--- src/tcc_pkg.sv ---
// ----------------------------------------------------------------------------
// Telecommand CLTU encoder package
// Shared constants, tables, the queue entry type and the back-end phases.
// ----------------------------------------------------------------------------
package tcc_pkg;

	// Frame and code geometry
	localparam int FRAME_BYTES = 224;
	localparam int FPOS_W      = 11;
	localparam int PN_LEN      = 255;
	localparam int BLOCK_BYTES = 7;

	// Command queue geometry
	localparam int QDEPTH = 4;
	localparam int QPTR_W = $clog2(QDEPTH);

	// Byte kind codes on the output
	localparam logic [1:0] KIND_START  = 2'd0;
	localparam logic [1:0] KIND_DATA   = 2'd1;
	localparam logic [1:0] KIND_PARITY = 2'd2;
	localparam logic [1:0] KIND_TAIL   = 2'd3;

	// Fixed sequences
	localparam logic [7:0] START_HI    = 8'heb;
	localparam logic [7:0] START_LO    = 8'h90;
	localparam logic [7:0] TAIL_FILL   = 8'hc5;
	localparam logic [7:0] TAIL_END    = 8'h79;
	localparam logic [7:0] PARITY_MASK = 8'hfe;
	localparam logic [2:0] TAIL_LAST   = 3'd7;

	// Pseudo-noise sequence for the randomiser
	localparam logic [7:0] PN_SEQ [0:PN_LEN-1] = '{
		8'hff,8'h39,8'h9e,8'h5a,8'h68,8'he9,8'h06,8'hf5,8'h6c,8'h89,8'h2f,8'ha1,8'h31,8'h5e,
		8'h08,8'hc0,8'h52,8'ha8,8'hbb,8'hae,8'h4e,8'hc2,8'hc7,8'hed,8'h66,8'hdc,8'h38,8'hd4,
		8'hf8,8'h86,8'h50,8'h3d,8'hfe,8'h73,8'h3c,8'hb4,8'hd1,8'hd2,8'h0d,8'hea,8'hd9,8'h12,
		8'h5f,8'h42,8'h62,8'hbc,8'h11,8'h80,8'ha5,8'h51,8'h77,8'h5c,8'h9d,8'h85,8'h8f,8'hda,
		8'hcd,8'hb8,8'h71,8'ha9,8'hf1,8'h0c,8'ha0,8'h7b,8'hfc,8'he6,8'h79,8'h69,8'ha3,8'ha4,
		8'h1b,8'hd5,8'hb2,8'h24,8'hbe,8'h84,8'hc5,8'h78,8'h23,8'h01,8'h4a,8'ha2,8'hee,8'hb9,
		8'h3b,8'h0b,8'h1f,8'hb5,8'h9b,8'h70,8'he3,8'h53,8'he2,8'h19,8'h40,8'hf7,8'hf9,8'hcc,
		8'hf2,8'hd3,8'h47,8'h48,8'h37,8'hab,8'h64,8'h49,8'h7d,8'h09,8'h8a,8'hf0,8'h46,8'h02,
		8'h95,8'h45,8'hdd,8'h72,8'h76,8'h16,8'h3f,8'h6b,8'h36,8'he1,8'hc6,8'ha7,8'hc4,8'h32,
		8'h81,8'hef,8'hf3,8'h99,8'he5,8'ha6,8'h8e,8'h90,8'h6f,8'h56,8'hc8,8'h92,8'hfa,8'h13,
		8'h15,8'he0,8'h8c,8'h05,8'h2a,8'h8b,8'hba,8'he4,8'hec,8'h2c,8'h7e,8'hd6,8'h6d,8'hc3,
		8'h8d,8'h4f,8'h88,8'h65,8'h03,8'hdf,8'he7,8'h33,8'hcb,8'h4d,8'h1d,8'h20,8'hde,8'had,
		8'h91,8'h25,8'hf4,8'h26,8'h2b,8'hc1,8'h18,8'h0a,8'h55,8'h17,8'h75,8'hc9,8'hd8,8'h58,
		8'hfd,8'hac,8'hdb,8'h87,8'h1a,8'h9f,8'h10,8'hca,8'h07,8'hbf,8'hce,8'h67,8'h96,8'h9a,
		8'h3a,8'h41,8'hbd,8'h5b,8'h22,8'h4b,8'he8,8'h4c,8'h57,8'h82,8'h30,8'h14,8'haa,8'h2e,
		8'heb,8'h93,8'hb0,8'hb1,8'hfb,8'h59,8'hb7,8'h0e,8'h35,8'h3e,8'h21,8'h94,8'h0f,8'h7f,
		8'h9c,8'hcf,8'h2d,8'h34,8'h74,8'h83,8'h7a,8'hb6,8'h44,8'h97,8'hd0,8'h98,8'haf,8'h04,
		8'h60,8'h29,8'h54,8'h5d,8'hd7,8'h27,8'h61,8'h63,8'hf6,8'hb3,8'h6e,8'h1c,8'h6a,8'h7c,
		8'h43,8'h28,8'h1e
	};

	// BCH(63,56) generator rows, one per information bit, MSB of byte 0 first
	localparam logic [7:0] GEN_ROWS [0:55] = '{
		8'hc4,8'h62,8'hf4,8'h7a,8'hf8,8'h7c,8'h3e,
		8'hda,8'ha8,8'h54,8'h2a,8'hd0,8'h68,8'h34,
		8'h1a,8'hc8,8'h64,8'h32,8'hdc,8'h6e,8'hf2,
		8'hbc,8'h5e,8'hea,8'hb0,8'h58,8'h2c,8'h16,
		8'hce,8'ha2,8'h94,8'h4a,8'he0,8'h70,8'h38,
		8'h1c,8'h0e,8'hc2,8'ha4,8'h52,8'hec,8'h76,
		8'hfe,8'hba,8'h98,8'h4c,8'h26,8'hd6,8'hae,
		8'h92,8'h8c,8'h46,8'he6,8'hb6,8'h9e,8'h8a
	};

	// Parity contribution of one byte at a given place in the codeblock
	function automatic logic [7:0] parity_contrib(input logic [2:0] blk, input logic [7:0] b);
		logic [7:0] acc;
		acc = '0;
		for (int k = 0; k < 8; k++) begin
			if (b[7-k])
				acc = acc ^ GEN_ROWS[{blk, 3'(k)}];
		end
		return acc;
	endfunction

	// One classified frame byte, as queued between front and back
	typedef struct packed {
		logic       start;
		logic [7:0] data;
		logic       par_en;
		logic [7:0] par;
		logic       tail;
	} cmd_t;

	// Back-end expansion phases
	typedef enum logic [2:0] {
		PH_NEW,
		PH_START0,
		PH_START1,
		PH_DATA,
		PH_PARITY,
		PH_TAIL
	} phase_t;

endpackage

--- src/tc_cltu_encoder_top.sv ---
// ----------------------------------------------------------------------------
// Telecommand CLTU encoder, BCH(63,56)
// Randomises frame bytes and wraps them into a CLTU: start sequence,
// codeblocks with parity bytes, and the tail sequence.
// ----------------------------------------------------------------------------
//
//  Channel  | Handshake               | Payload
//  ---------+-------------------------+--------------------------------------
//  config   | cfg_valid / cfg_ready   | randomize_enable
//  input    | in_valid / in_stall     | frame_byte
//  output   | out_valid / out_stall   | out_byte, byte_kind, run_last,
//           |                         | frame_end
//
// Each frame byte produces one to ten output beats; the back end emits one
// beat per cycle unless the output is stalled. The front end classifies a byte
// in the cycle it is accepted; a four-entry command queue lets it run ahead
// while the output is stalled. When the back end is idle, an accepted byte is
// written into the command queue and its first beat then passes through the
// output register before it is presented.
// Reset clears all counters, empties the queue and sets randomisation on.
// ----------------------------------------------------------------------------
module tc_cltu_encoder_top (
	input  logic       clk,
	input  logic       arst_n,
	input  logic       cfg_valid,
	output logic       cfg_ready,
	input  logic       randomize_enable,
	input  logic       in_valid,
	output logic       in_stall,
	input  logic [7:0] frame_byte,
	output logic       out_valid,
	input  logic       out_stall,
	output logic [7:0] out_byte,
	output logic [1:0] byte_kind,
	output logic       run_last,
	output logic       frame_end
);
	import tcc_pkg::*;

	cmd_t wr_cmd;
	cmd_t rd_cmd;
	logic push;
	logic pop;
	logic q_full;
	logic q_empty;

	// Configuration writes are always taken
	assign cfg_ready = 1'b1;
	assign in_stall  = q_full;

	tcc_front u_front (
		.clk        (clk),
		.arst_n     (arst_n),
		.cfg_valid  (cfg_valid),
		.cfg_data   (randomize_enable),
		.in_valid   (in_valid),
		.frame_byte (frame_byte),
		.q_full     (q_full),
		.push       (push),
		.cmd        (wr_cmd)
	);

	tcc_queue u_queue (
		.clk    (clk),
		.arst_n (arst_n),
		.push   (push),
		.wr_cmd (wr_cmd),
		.pop    (pop),
		.rd_cmd (rd_cmd),
		.full   (q_full),
		.empty  (q_empty)
	);

	tcc_back u_back (
		.clk       (clk),
		.arst_n    (arst_n),
		.head      (rd_cmd),
		.q_empty   (q_empty),
		.pop       (pop),
		.out_valid (out_valid),
		.out_stall (out_stall),
		.out_byte  (out_byte),
		.byte_kind (byte_kind),
		.run_last  (run_last),
		.frame_end (frame_end)
	);

endmodule

--- src/tcc_front.sv ---
// ----------------------------------------------------------------------------
// CLTU encoder front end
// Takes frame bytes, randomises them, keeps the frame and codeblock counters
// and the parity accumulator, and issues one command per byte.
// ----------------------------------------------------------------------------
module tcc_front (
	input  logic               clk,
	input  logic               arst_n,
	input  logic               cfg_valid,
	input  logic               cfg_data,
	input  logic               in_valid,
	input  logic [7:0]         frame_byte,
	input  logic               q_full,
	output logic               push,
	output tcc_pkg::cmd_t      cmd
);
	import tcc_pkg::*;

	logic              rand_en_q;
	logic [FPOS_W-1:0] fpos_q;
	logic [7:0]        noise_q;
	logic [2:0]        blk_q;
	logic [7:0]        acc_q;

	logic [7:0]        rnd_byte;
	logic [7:0]        acc_nxt;
	logic [FPOS_W:0]   fpos_inc;
	logic              last;
	logic              close_blk;

	// Randomiser enable register
	always_ff @(posedge clk or negedge arst_n) begin
		if (!arst_n)
			rand_en_q <= 1'b1;
		else if (cfg_valid)
			rand_en_q <= cfg_data;
	end

	// Classification of the incoming beat
	always_comb begin
		push      = in_valid && !q_full;
		rnd_byte  = rand_en_q ? (frame_byte ^ PN_SEQ[noise_q]) : frame_byte;
		acc_nxt   = acc_q ^ parity_contrib(blk_q, rnd_byte);
		fpos_inc  = {1'b0, fpos_q} + (FPOS_W+1)'(1);
		last      = fpos_inc >= (FPOS_W+1)'(FRAME_BYTES);
		close_blk = (blk_q == 3'(BLOCK_BYTES - 1)) || last;

		cmd.start  = (fpos_q == '0);
		cmd.data   = rnd_byte;
		cmd.par_en = close_blk;
		cmd.par    = ~acc_nxt & PARITY_MASK;
		cmd.tail   = last;
	end

	// Frame and codeblock counters
	always_ff @(posedge clk or negedge arst_n) begin
		if (!arst_n) begin
			fpos_q  <= '0;
			noise_q <= '0;
			blk_q   <= '0;
			acc_q   <= '0;
		end else if (push) begin
			if (last) begin
				fpos_q  <= '0;
				noise_q <= '0;
			end else begin
				fpos_q  <= fpos_inc[FPOS_W-1:0];
				noise_q <= (noise_q == 8'(PN_LEN - 1)) ? 8'd0 : noise_q + 8'd1;
			end
			if (close_blk) begin
				blk_q <= '0;
				acc_q <= '0;
			end else begin
				blk_q <= blk_q + 3'd1;
				acc_q <= acc_nxt;
			end
		end
	end

endmodule

--- src/tcc_queue.sv ---
// ----------------------------------------------------------------------------
// CLTU encoder command queue
// A short register queue that decouples the front end from the back end.
// ----------------------------------------------------------------------------
module tcc_queue (
	input  logic          clk,
	input  logic          arst_n,
	input  logic          push,
	input  tcc_pkg::cmd_t wr_cmd,
	input  logic          pop,
	output tcc_pkg::cmd_t rd_cmd,
	output logic          full,
	output logic          empty
);
	import tcc_pkg::*;

	cmd_t              mem_q [QDEPTH];
	logic [QPTR_W-1:0] wr_ptr_q;
	logic [QPTR_W-1:0] rd_ptr_q;
	logic [QPTR_W:0]   count_q;

	// Status and head
	assign full   = (count_q == (QPTR_W+1)'(QDEPTH));
	assign empty  = (count_q == '0);
	assign rd_cmd = mem_q[rd_ptr_q];

	// Entry storage
	always_ff @(posedge clk) begin
		if (push)
			mem_q[wr_ptr_q] <= wr_cmd;
	end

	// Pointers and fill count
	always_ff @(posedge clk or negedge arst_n) begin
		if (!arst_n) begin
			wr_ptr_q <= '0;
			rd_ptr_q <= '0;
			count_q  <= '0;
		end else begin
			if (push)
				wr_ptr_q <= wr_ptr_q + 1'b1;
			if (pop)
				rd_ptr_q <= rd_ptr_q + 1'b1;
			case ({push, pop})
				2'b10:   count_q <= count_q + 1'b1;
				2'b01:   count_q <= count_q - 1'b1;
				default: count_q <= count_q;
			endcase
		end
	end

`ifndef SYNTHESIS
	// Neither side may overrun the queue.
	a_no_overflow: assert property (@(posedge clk) disable iff (!arst_n)
		push |-> !full) else $error("queue written while full");
	a_no_underflow: assert property (@(posedge clk) disable iff (!arst_n)
		pop |-> !empty) else $error("queue read while empty");
	a_count_bound: assert property (@(posedge clk) disable iff (!arst_n)
		count_q <= (QPTR_W+1)'(QDEPTH)) else $error("queue count out of range");
`endif

endmodule

--- src/tcc_back.sv ---
// ----------------------------------------------------------------------------
// CLTU encoder back end
// Expands each queued command into start, data, parity and tail beats and
// holds them in an output register.
// ----------------------------------------------------------------------------
module tcc_back (
	input  logic          clk,
	input  logic          arst_n,
	input  tcc_pkg::cmd_t head,
	input  logic          q_empty,
	output logic          pop,
	output logic          out_valid,
	input  logic          out_stall,
	output logic [7:0]    out_byte,
	output logic [1:0]    byte_kind,
	output logic          run_last,
	output logic          frame_end
);
	import tcc_pkg::*;

	phase_t     phase_q;
	phase_t     cur_ph;
	phase_t     nxt_ph;
	logic [2:0] tail_cnt_q;
	logic       done;
	logic       load;
	logic       adv;

	logic       out_valid_q;
	logic [7:0] out_byte_q;
	logic [1:0] byte_kind_q;
	logic       run_last_q;
	logic       frame_end_q;

	logic [7:0] beat_byte;
	logic [1:0] beat_kind;
	logic       beat_end;

	// Output register may take a new beat when empty or being drained
	assign load = !out_valid_q || !out_stall;
	assign adv  = load && !q_empty;
	assign pop  = adv && done;

	// Next phase
	always_comb begin
		if (phase_q == PH_NEW)
			cur_ph = head.start ? PH_START0 : PH_DATA;
		else
			cur_ph = phase_q;
		done   = 1'b0;
		nxt_ph = PH_NEW;
		case (cur_ph)
			PH_START0: nxt_ph = PH_START1;
			PH_START1: nxt_ph = PH_DATA;
			PH_DATA: begin
				if (head.par_en)
					nxt_ph = PH_PARITY;
				else if (head.tail)
					nxt_ph = PH_TAIL;
				else
					done = 1'b1;
			end
			PH_PARITY: begin
				if (head.tail)
					nxt_ph = PH_TAIL;
				else
					done = 1'b1;
			end
			PH_TAIL: begin
				if (tail_cnt_q == TAIL_LAST)
					done = 1'b1;
				else
					nxt_ph = PH_TAIL;
			end
			default: nxt_ph = PH_NEW;
		endcase
	end

	// Beat contents for the current phase
	always_comb begin
		beat_byte = head.data;
		beat_kind = KIND_DATA;
		beat_end  = 1'b0;
		case (cur_ph)
			PH_START0: begin
				beat_byte = START_HI;
				beat_kind = KIND_START;
			end
			PH_START1: begin
				beat_byte = START_LO;
				beat_kind = KIND_START;
			end
			PH_DATA: begin
				beat_byte = head.data;
				beat_kind = KIND_DATA;
			end
			PH_PARITY: begin
				beat_byte = head.par;
				beat_kind = KIND_PARITY;
			end
			PH_TAIL: begin
				beat_kind = KIND_TAIL;
				beat_end  = (tail_cnt_q == TAIL_LAST);
				beat_byte = beat_end ? TAIL_END : TAIL_FILL;
			end
			default: beat_byte = head.data;
		endcase
	end

	// Phase and tail counter
	always_ff @(posedge clk or negedge arst_n) begin
		if (!arst_n) begin
			phase_q    <= PH_NEW;
			tail_cnt_q <= '0;
		end else if (adv) begin
			phase_q <= nxt_ph;
			if (cur_ph == PH_TAIL)
				tail_cnt_q <= tail_cnt_q + 3'd1;
		end
	end

	// Output register
	always_ff @(posedge clk or negedge arst_n) begin
		if (!arst_n)
			out_valid_q <= 1'b0;
		else if (load)
			out_valid_q <= !q_empty;
	end

	always_ff @(posedge clk) begin
		if (adv) begin
			out_byte_q  <= beat_byte;
			byte_kind_q <= beat_kind;
			run_last_q  <= done;
			frame_end_q <= beat_end;
		end
	end

	assign out_valid = out_valid_q;
	assign out_byte  = out_byte_q;
	assign byte_kind = byte_kind_q;
	assign run_last  = run_last_q;
	assign frame_end = frame_end_q;

`ifndef SYNTHESIS
	// A command being expanded stays at the head of the queue.
	a_head_held: assert property (@(posedge clk) disable iff (!arst_n)
		phase_q != PH_NEW |-> !q_empty) else $error("command lost mid-expansion");
	// The tail counter only runs during the tail sequence.
	a_tail_cnt: assert property (@(posedge clk) disable iff (!arst_n)
		tail_cnt_q != '0 |-> phase_q == PH_TAIL) else $error("stray tail count");
	// The end of a frame closes the command that caused it.
	a_end_last: assert property (@(posedge clk) disable iff (!arst_n)
		out_valid && frame_end |-> run_last && byte_kind == KIND_TAIL)
		else $error("frame end not on last tail beat");
`endif

endmodule
--- config.mk ---
export PLATFORM = sky130hd
export DESIGN_NAME = tc_cltu_encoder_top
export DESIGN_NICKNAME = d
export VERILOG_FILES = /design/src/tcc_pkg.sv /design/src/tc_cltu_encoder_top.sv /design/src/tcc_front.sv /design/src/tcc_queue.sv /design/src/tcc_back.sv
export SDC_FILE = /design/constraint.sdc
export NUM_CORES = 1
export LEC_CHECK = 0
export BUFFER_PORTS_ARGS = -buffer_cell sky130_fd_sc_hd__buf_2
export CORE_MARGIN = 5
export CORE_UTILIZATION = 35
export CTS_BUF_LIST = sky130_fd_sc_hd__clkbuf_8
export CTS_CLUSTER_SIZE = 8
export DETAILED_ROUTE_END_ITERATION = 16
export HOLD_SLACK_MARGIN = 0.12
export PLACE_DENSITY_LB_ADDON = 0.3
export SYNTH_ARGS = -nofsm -noshare
export SYNTH_HDL_FRONTEND = slang
export SYNTH_SLANG_ARGS = --single-unit
--- constraint.sdc ---
create_clock -name clk -period 5.6 [get_ports clk]
set_input_delay 0.28 -clock clk [delete_from_list [all_inputs] [get_ports clk]]
set_output_delay 0.28 -clock clk [all_outputs]
set_load 0.02 [all_outputs]
Yosys cells after proc, flatten, opt, wreduce, memory -nomap -nowiden
Memories as Yosys holds them, arrays and structs flattened.
Cells that the tools add are included.
Widths: inputs -> output; s select.
{"block": "word_totals", "out_inout_bits": 15, "wordCells": 136, "memories": 10, "ram_bits": 72, "ff_bits": 57, "romBits": 6144}
{"name": "(name not given)", "words": 256, "word_bits": 8, "rd": 1, "rd_ports_with_merged_regs": 0, "wr": 0, "line_no": "tcc_front.sv:42", "text": "rnd_byte = rand_en_q ? (frame_byte ^ PN_SEQ[noise_q]) : frame_byte;"}
{"name": "(name not given)", "words": 64, "word_bits": 8, "rd": 1, "rd_ports_with_merged_regs": 0, "wr": 0, "line_no": "tcc_pkg.sv:72", "text": "acc = acc ^ GEN_ROWS[{blk, 3'(k)}];"}
{"name": "(name not given)", "words": 64, "word_bits": 8, "rd": 1, "rd_ports_with_merged_regs": 0, "wr": 0, "line_no": "tcc_pkg.sv:72"}
{"name": "(name not given)", "words": 64, "word_bits": 8, "rd": 1, "rd_ports_with_merged_regs": 0, "wr": 0, "line_no": "tcc_pkg.sv:72"}
{"name": "(name not given)", "words": 64, "word_bits": 8, "rd": 1, "rd_ports_with_merged_regs": 0, "wr": 0, "line_no": "tcc_pkg.sv:72"}
{"name": "(name not given)", "words": 64, "word_bits": 8, "rd": 1, "rd_ports_with_merged_regs": 0, "wr": 0, "line_no": "tcc_pkg.sv:72"}
{"name": "+4 memories"}
{"block": "classes", "reduce_logical": 15, "n_addsub": 8, "mux": 48, "bitwise_logic": 19, "eq_ne": 11, "magnitude_cmp": 10}
{"operator": "$mux 8", "count": 31}
{"operator": "$xor 8x8->8", "count": 9}
{"operator": "$ge 7x7->1 const B", "count": 8}
{"operator": "$not 6->7", "count": 8}
{"operator": "$pmux 8 s4", "count": 1}
{"operator": "$eq 3x3->1 const B", "count": 5}
{"operator": "$mux 3", "count": 5}
{"operator": "$pmux 3 s5", "count": 1}
{"operator": "$add 11x1->12 const B", "count": 1}
{"operator": "$ge 12x8->1 const B", "count": 1}
{"operator": "$logic_not 11->1", "count": 1}
{"operator": "$mux 11", "count": 1}
{"operator": "$add 3x1->3 const B", "count": 3}
{"operator": "$ge 9x9->1 const B", "count": 1}
{"operator": "$not 8->9", "count": 1}
{"operator": "$add 8x1->8 const B", "count": 1}
{"operator": "$eq 8x8->1 const B", "count": 1}
{"operator": "$not 8->8", "count": 1}
{"operator": "$eq 3x2->1 const B", "count": 2}
{"operator": "$logic_not 3->1", "count": 2}
{"operator": "$pmux 2 s3", "count": 1}
{"operator": "$pmux 3 s2", "count": 1}
{"operator": "$mux 1", "count": 5}
{"operator": "$add 2x1->2 const B", "count": 2}
{"operator": "other kinds (12)", "count": 18}

Depth between registers and ports, before layout
{"block": "logic_depth", "ltp_word": 23, "ltp_mapped": 19, "depth_no_buf": 16}

Hierarchy
Synthesis repeated with hierarchy kept, for this count alone.
{"block": "unflattened", "cells_unflattened": 923, "area_unflattened_um2": 9345.2}
{"mod": "tcc_front", "seq_area_each_um2": 752.0, "cells_per_inst": 685, "n_inst": 1, "area_per_inst_um2": 5129.9}
{"mod": "tcc_queue", "seq_area_each_um2": 2457.4, "cells_per_inst": 136, "n_inst": 1, "area_per_inst_um2": 3140.5}
{"mod": "tcc_back", "seq_area_each_um2": 535.5, "cells_per_inst": 100, "n_inst": 1, "area_per_inst_um2": 1063.5}
{"mod": "tc_cltu_encoder_top", "seq_area_each_um2": 0.0, "cells_per_inst": 2, "n_inst": 1, "area_per_inst_um2": 11.3}

Worst setup path before layout
Ideal clock, no wire load.
{"block": "synth_timing", "path_kind": "register to register", "from": "register u_front.noise_q[0]", "to": "register u_front.acc_q[1]", "arrival_time_ps": 3962, "path_stages_with_launch": 19, "slack_ps": 1508, "required_ps": 5470, "setup_ps": 130, "path_cell_list": "dfrtp_1 clkbuf_1 inv_1 ha_1 nand2b_1 and3_1 a211oi_1 nand2_1 a31o_2 or3_1 and2_1 buf_2 inv_2 buf_2 o22ai_1 a22o_1 a22oi_1 xor2_1 o21ai_1"}
{"element": "from (decl)", "line_no": "tcc_front.sv:21", "text": "logic [7:0] noise_q;"}
{"element": "from (signal assigned)", "line_no": "tcc_front.sv:68", "text": "noise_q <= (noise_q == 8'(PN_LEN - 1)) ? 8'd0 : noise_q + 8'd1;"}
{"element": "to (signal assigned)", "line_no": "tcc_front.sv:75", "text": "acc_q <= acc_nxt;"}
{"element": "to (decl)", "line_no": "tcc_front.sv:23", "text": "logic [7:0] acc_q;"}

Worst setup path after layout
{"block": "layout_timing", "from": "register u_front.noise_q[3]", "to": "register u_front.acc_q[2]"}
{"block": "layout_between", "elab_chain_cells": 23}
{"element": "$not 8->9 (not written as such) (*)", "line_no": "tcc_front.sv:42"}
{"element": "$mem_v2 256x8 (*)"}
{"element": "$mux 8 (not written as such) (*) (2 in series)", "line_no": "tcc_front.sv:42"}
{"element": "$xor 8x8->8 (*)", "line_no": "tcc_front.sv:42"}
{"element": "$mux 8 (*)", "line_no": "tcc_front.sv:42"}
{"element": "$mux 8", "line_no": "tcc_pkg.sv:71", "text": "if (b[7-k])"}
{"element": "$xor 8x8->8", "line_no": "tcc_pkg.sv:72"}
{"element": "$mux 8", "line_no": "tcc_pkg.sv:71"}
{"element": "[6 not listed]"}
{"element": "$xor 8x8->8", "line_no": "tcc_pkg.sv:72"}
{"element": "$mux 8", "line_no": "tcc_pkg.sv:71"}
{"element": "$xor 8x8->8", "line_no": "tcc_pkg.sv:72"}
{"element": "$mux 8", "line_no": "tcc_pkg.sv:71"}
{"element": "$xor 8x8->8", "line_no": "tcc_pkg.sv:72"}
{"element": "$mux 8 (*)", "line_no": "tcc_pkg.sv:71"}
{"element": "$xor 8x8->8 (*)", "line_no": "tcc_front.sv:43", "text": "acc_nxt = acc_q ^ parity_contrib(blk_q, rnd_byte);"}
{"element": "$mux 8 (*)", "line_no": "tcc_front.sv:70", "text": "if (close_blk) begin"}
Every way passes the cells marked *; elsewhere a longest branch is shown, timed or not. The select of a mux whose other input is x is not followed.
A chain may end at the register's enable or synchronous reset.

==> flow_summary.rst <==
.. list-table::
   :header-rows: 1

   * - Metric
     - Value
   * - Worst path bufs/invs
     - 2
   * - Area of the die
     - 28000 µm²
   * - Maximum number of pins on one net before global-route repair
     - 45
   * - Setup repair after global routing missed its margin
     - no
   * - Finished Layout Cells
     - 1221
   * - Cell chosen for the clock root
     - clkbuf_8
   * - Overall power of the completed layout
     - 6.97 mW
   * - Result of the run
     - completed
   * - Type of the tightest min-delay check
     - in -> reg
   * - Fmax
     - 0.215 GHz
   * - Final cell area excluding filler cells
     - 9540 µm²
   * - Number of distinct standard cells referenced by the synthesized netlist
     - 86
   * - Number of vias per cell
     - 5.58
   * - Netlist Area Pre-Place
     - 8680 µm²
   * - Top cell type's share of synthesized area
     - 29.1%
   * - Ys async rst share
     - 34.4%
   * - Max FO, Critical Path
     - 26
   * - Depth of the CTS H-tree
     - 4
   * - Average wire per standard cell
     - 18.1 µm
   * - CP cell instances
     - inv_1, a211o_1, a32oi_2, mux2i_1, a211oi_1, a21boi_0, nor2b_1, inv_2, a2111oi_0, a211oi_1, xor2_1, xnor2_1, o21ai_1
   * - Total CTS buffers
     - 17
   * - Total via count in the routed design
     - 6819
   * - WHS
     - 0.167 ns
   * - Flip-flop and latch count after synthesis
     - 128
   * - DRT Pass-1 Iters
     - 7
   * - Synth Warn #
     - 0
   * - Library cell with the highest instance count after synthesis
     - edfxtp_1
   * - Clock latency on the worst-skew pair
     - 0.43 ns
   * - Routed WL
     - 22100 µm
   * - Endpoint type of the worst setup path
     - flip-flop
   * - Aggregate negative setup slack
     - 0 ns
   * - Post-layout worst setup margin
     - 0.958 ns
   * - # IOs
     - 29
   * - Chip Height
     - 167 µm
   * - Worst Min Path Start
     - randomize_enable
   * - Number of pins with negative max-slew slack in the final report
     - 0
   * - Clock Tree Buf Depth
     - 2
   * - Number of nets in the synthesized netlist
     - 911
   * - Number of rows created at floorplan
     - 57
   * - Weighted congestion reported at the end of routability-driven placement
     - 0.954
   * - Number of global-route vias before repair
     - 6654
   * - Category of the most critical setup path
     - reg -> reg
   * - Width of the chip
     - 167 µm
   * - Wire length of the first global-routing pass
     - 36300 µm
   * - Req. time, crit path
     - 5.91 ns
   * - DPL Wire Length
     - 15200 µm
   * - Max-slew headroom
     - 34.8%
   * - Final hold viol count
     - 0
   * - Antenna violations before repair
     - 0
   * - Core area
     - 24400 µm²
   * - Leakage power
     - 3.54 nW
   * - Post-route clock period utilization
     - 82.9%
   * - Sink count of the clock tree
     - 128
   * - Final routed DRC violation total
     - 0
   * - Synth area leader
     - edfxtp_1
   * - Hold Path Stages
     - 3
   * - Largest delay share family, worst path
     - compound AO/OA/AOI/OAI gates
   * - Gate count of the mapped netlist
     - 869
   * - Count of port buffers added during placement
     - 27
   * - Dominant cells by area after synthesis
     - edfxtp_1 (29%), dfrtp_1 (12%), mux4_2 (5.5%)
   * - Launch instance of the worst register-to-register path
     - u_front.noise_q[3]
   * - Starting DRT DRC Count
     - 725
   * - Net count, final
     - 926
   * - Most used DFF post-synth
     - edfxtp_1
   * - Slew @ Worst Pin
     - 0.978 ns
   * - Post-detailed-route count of antenna-violating nets
     - 0
   * - Final setup violation count
     - 0
   * - VDD IR max
     - 0.000294 V
   * - Clock-pin slew of the registers on the worst-case setup and hold paths
     - 0.08 ns
   * - Worst-case clock skew
     - 0.00993 ns
   * - Initial standard-cell utilization of the core
     - 35.6%
   * - Synth cell count leaders
     - edfxtp_1 (84), nand2_1 (81), o21ai_0 (59), nor2_1 (56), dfrtp_1 (43)
   * - Critical path data arrival time
     - 4.95 ns
   * - Post-Route Utilization
     - 39.1%
   * - Aggregate global routing overflow
     - 0
   * - Pwr Density
     - 730 nW/µm²
   * - Number of placed cells counting well taps
     - 1186
   * - Worst reg-to-reg path cell count
     - 13
   * - R2r endpoint
     - u_front.acc_q[2]
   * - Filler instances
     - 2421
   * - CTS tree
     - built
   * - Share of post-route cells with drive strength above 1
     - 14.7%
   * - Minimum period implied by the final worst setup slack
     - 4.64 ns
   * - # diodes
     - 0
   * - Area growth from synthesis to layout
     - 9.99%
   * - Worst slack after detailed placement
     - 1.06 ns
   * - CP dominant cell by count
     - a211oi_1
   * - R2R setup slack
     - 0.96 ns
   * - Max-cap check violation count
     - 0
   * - Number of gates resized after cts
     - 0
   * - Crit-path max cell delay
     - 0.87 ns
   * - Global-route usage over all layers
     - 15.8%
   * - Sort of element at the start of the critical path
     - flip-flop
   * - Sequential area share after synthesis
     - 41.8%
   * - Cell area after placement
     - 9120 µm²
   * - Post-synth EDFFs
     - 84
   * - Hold EP
     - u_front.rand_en_q
   * - Average cell area after synthesis
     - 9.99 µm²
   * - Cell with the largest stage delay on the worst path
     - dfrtp_1
worst register-to-register path, cell delays in order, from the launching register on:
cell and delay [ns]:
dfrtp_1 0.87, inv_1 0.39, a211o_1 0.36, a32oi_2 0.35, mux2i_1 0.13, a211oi_1 0.35, a21boi_0 0.19, nor2b_1 0.41
inv_2 0.27, a2111oi_0 0.48, a211oi_1 0.10, xor2_1 0.17, xnor2_1 0.35, o21ai_1 0.12
worst max path at each step:
| stage | from | to | slack (ns) | cells past startpoint |
|---|---|---|---|---|
| 6_report | u_front.noise_q[3] | u_front.acc_q[2] | 0.96 | 13 |
| 5_1_grt | u_front.noise_q[3] | u_front.acc_q[2] | 0.60 | 13 |
| 3_3_place_gp | u_front.noise_q[3] | u_front.acc_q[2] | 1.12 | 13 |
| 3_5_place_dp | u_front.noise_q[3] | u_front.acc_q[2] | 1.06 | 13 |
| 2_1_floorplan | u_front.noise_q[0] | u_front.acc_q[1] | 1.51 | 18 |
| 4_1_cts | u_front.noise_q[3] | u_front.acc_q[2] | 1.07 | 13 |
cell families after synthesis:
logic type	synth area share (%)
muxes	6.95
DFF	41.8
other	0.0432
AOI/OAI and AO/OA	19.7
and+or+nand+nor	15.9
xor gates and xnor gates	6.50
buffers and inverters	4.93
adders and majority gates	4.12
sequential cells by signal (all words and copies together), names as in the netlist, 3 cells and up:
name and flops:
u_front.blk_q 3, u_back.phase_q 3, u_queue.count_q 3, u_back.tail_cnt_q 3, u_front.fpos_q 11, u_front.acc_q 7, u_front.noise_q 8, u_queue.mem_q 72
u_back.out_byte 8
report_power, final:
group	switching (mW)	total, mW	leakage (nW)	internal [mW]
clock network	0.377	0.778	0.196	0.401
registers	0.280	2.09	1.32	1.81
logic	2.45	4.10	2.02	1.66
total	3.10	6.97	3.54	3.87
final cells by class:
class,count,area (µm²),share of cell area (%)
clock inverter,15,160,1.68
timing repair buffer,54,345,3.62
sequential,128,3620,38.0
tap,324,405,4.25
multi-input combinational,644,4630,48.5
clock buffer,17,234,2.45
inverter,39,146,1.53
cells in the final DEF (no fill, tap or decap), types with 13 or more instances in the layout:
cell type and instances:
nor2_1 56, dfrtp_1 43, buf_4 24, a211oi_1 13
o21ai_0 59, inv_1 35, xnor2_1 37, nand3_1 19
nand2_1 81, nor2b_1 20, mux4_2 21, nand2b_1 25
xor2_1 16, clkbuf_8 17, ha_1 27, buf_2 27
and2_1 14, edfxtp_1 84, a21oi_1 34
metal layers:
layer	share of wire [%]	routed length, µm	GRT usage (%)	up-vias
met5	0	0	0	-
met3	5.4	1180	2.19	29
met2	46	10100	25.1	253
li1	-	-	-	3259
met4	1.9	409	5.05	0
met1	47	10300	22.4	3278
what timing repair did:
item                      in CTS  in global routing
hold endpoints to repair      45                  0
setup buffers                  0                  0
hold buffers                   3                  0
Power figures use the tool's default switching activity.
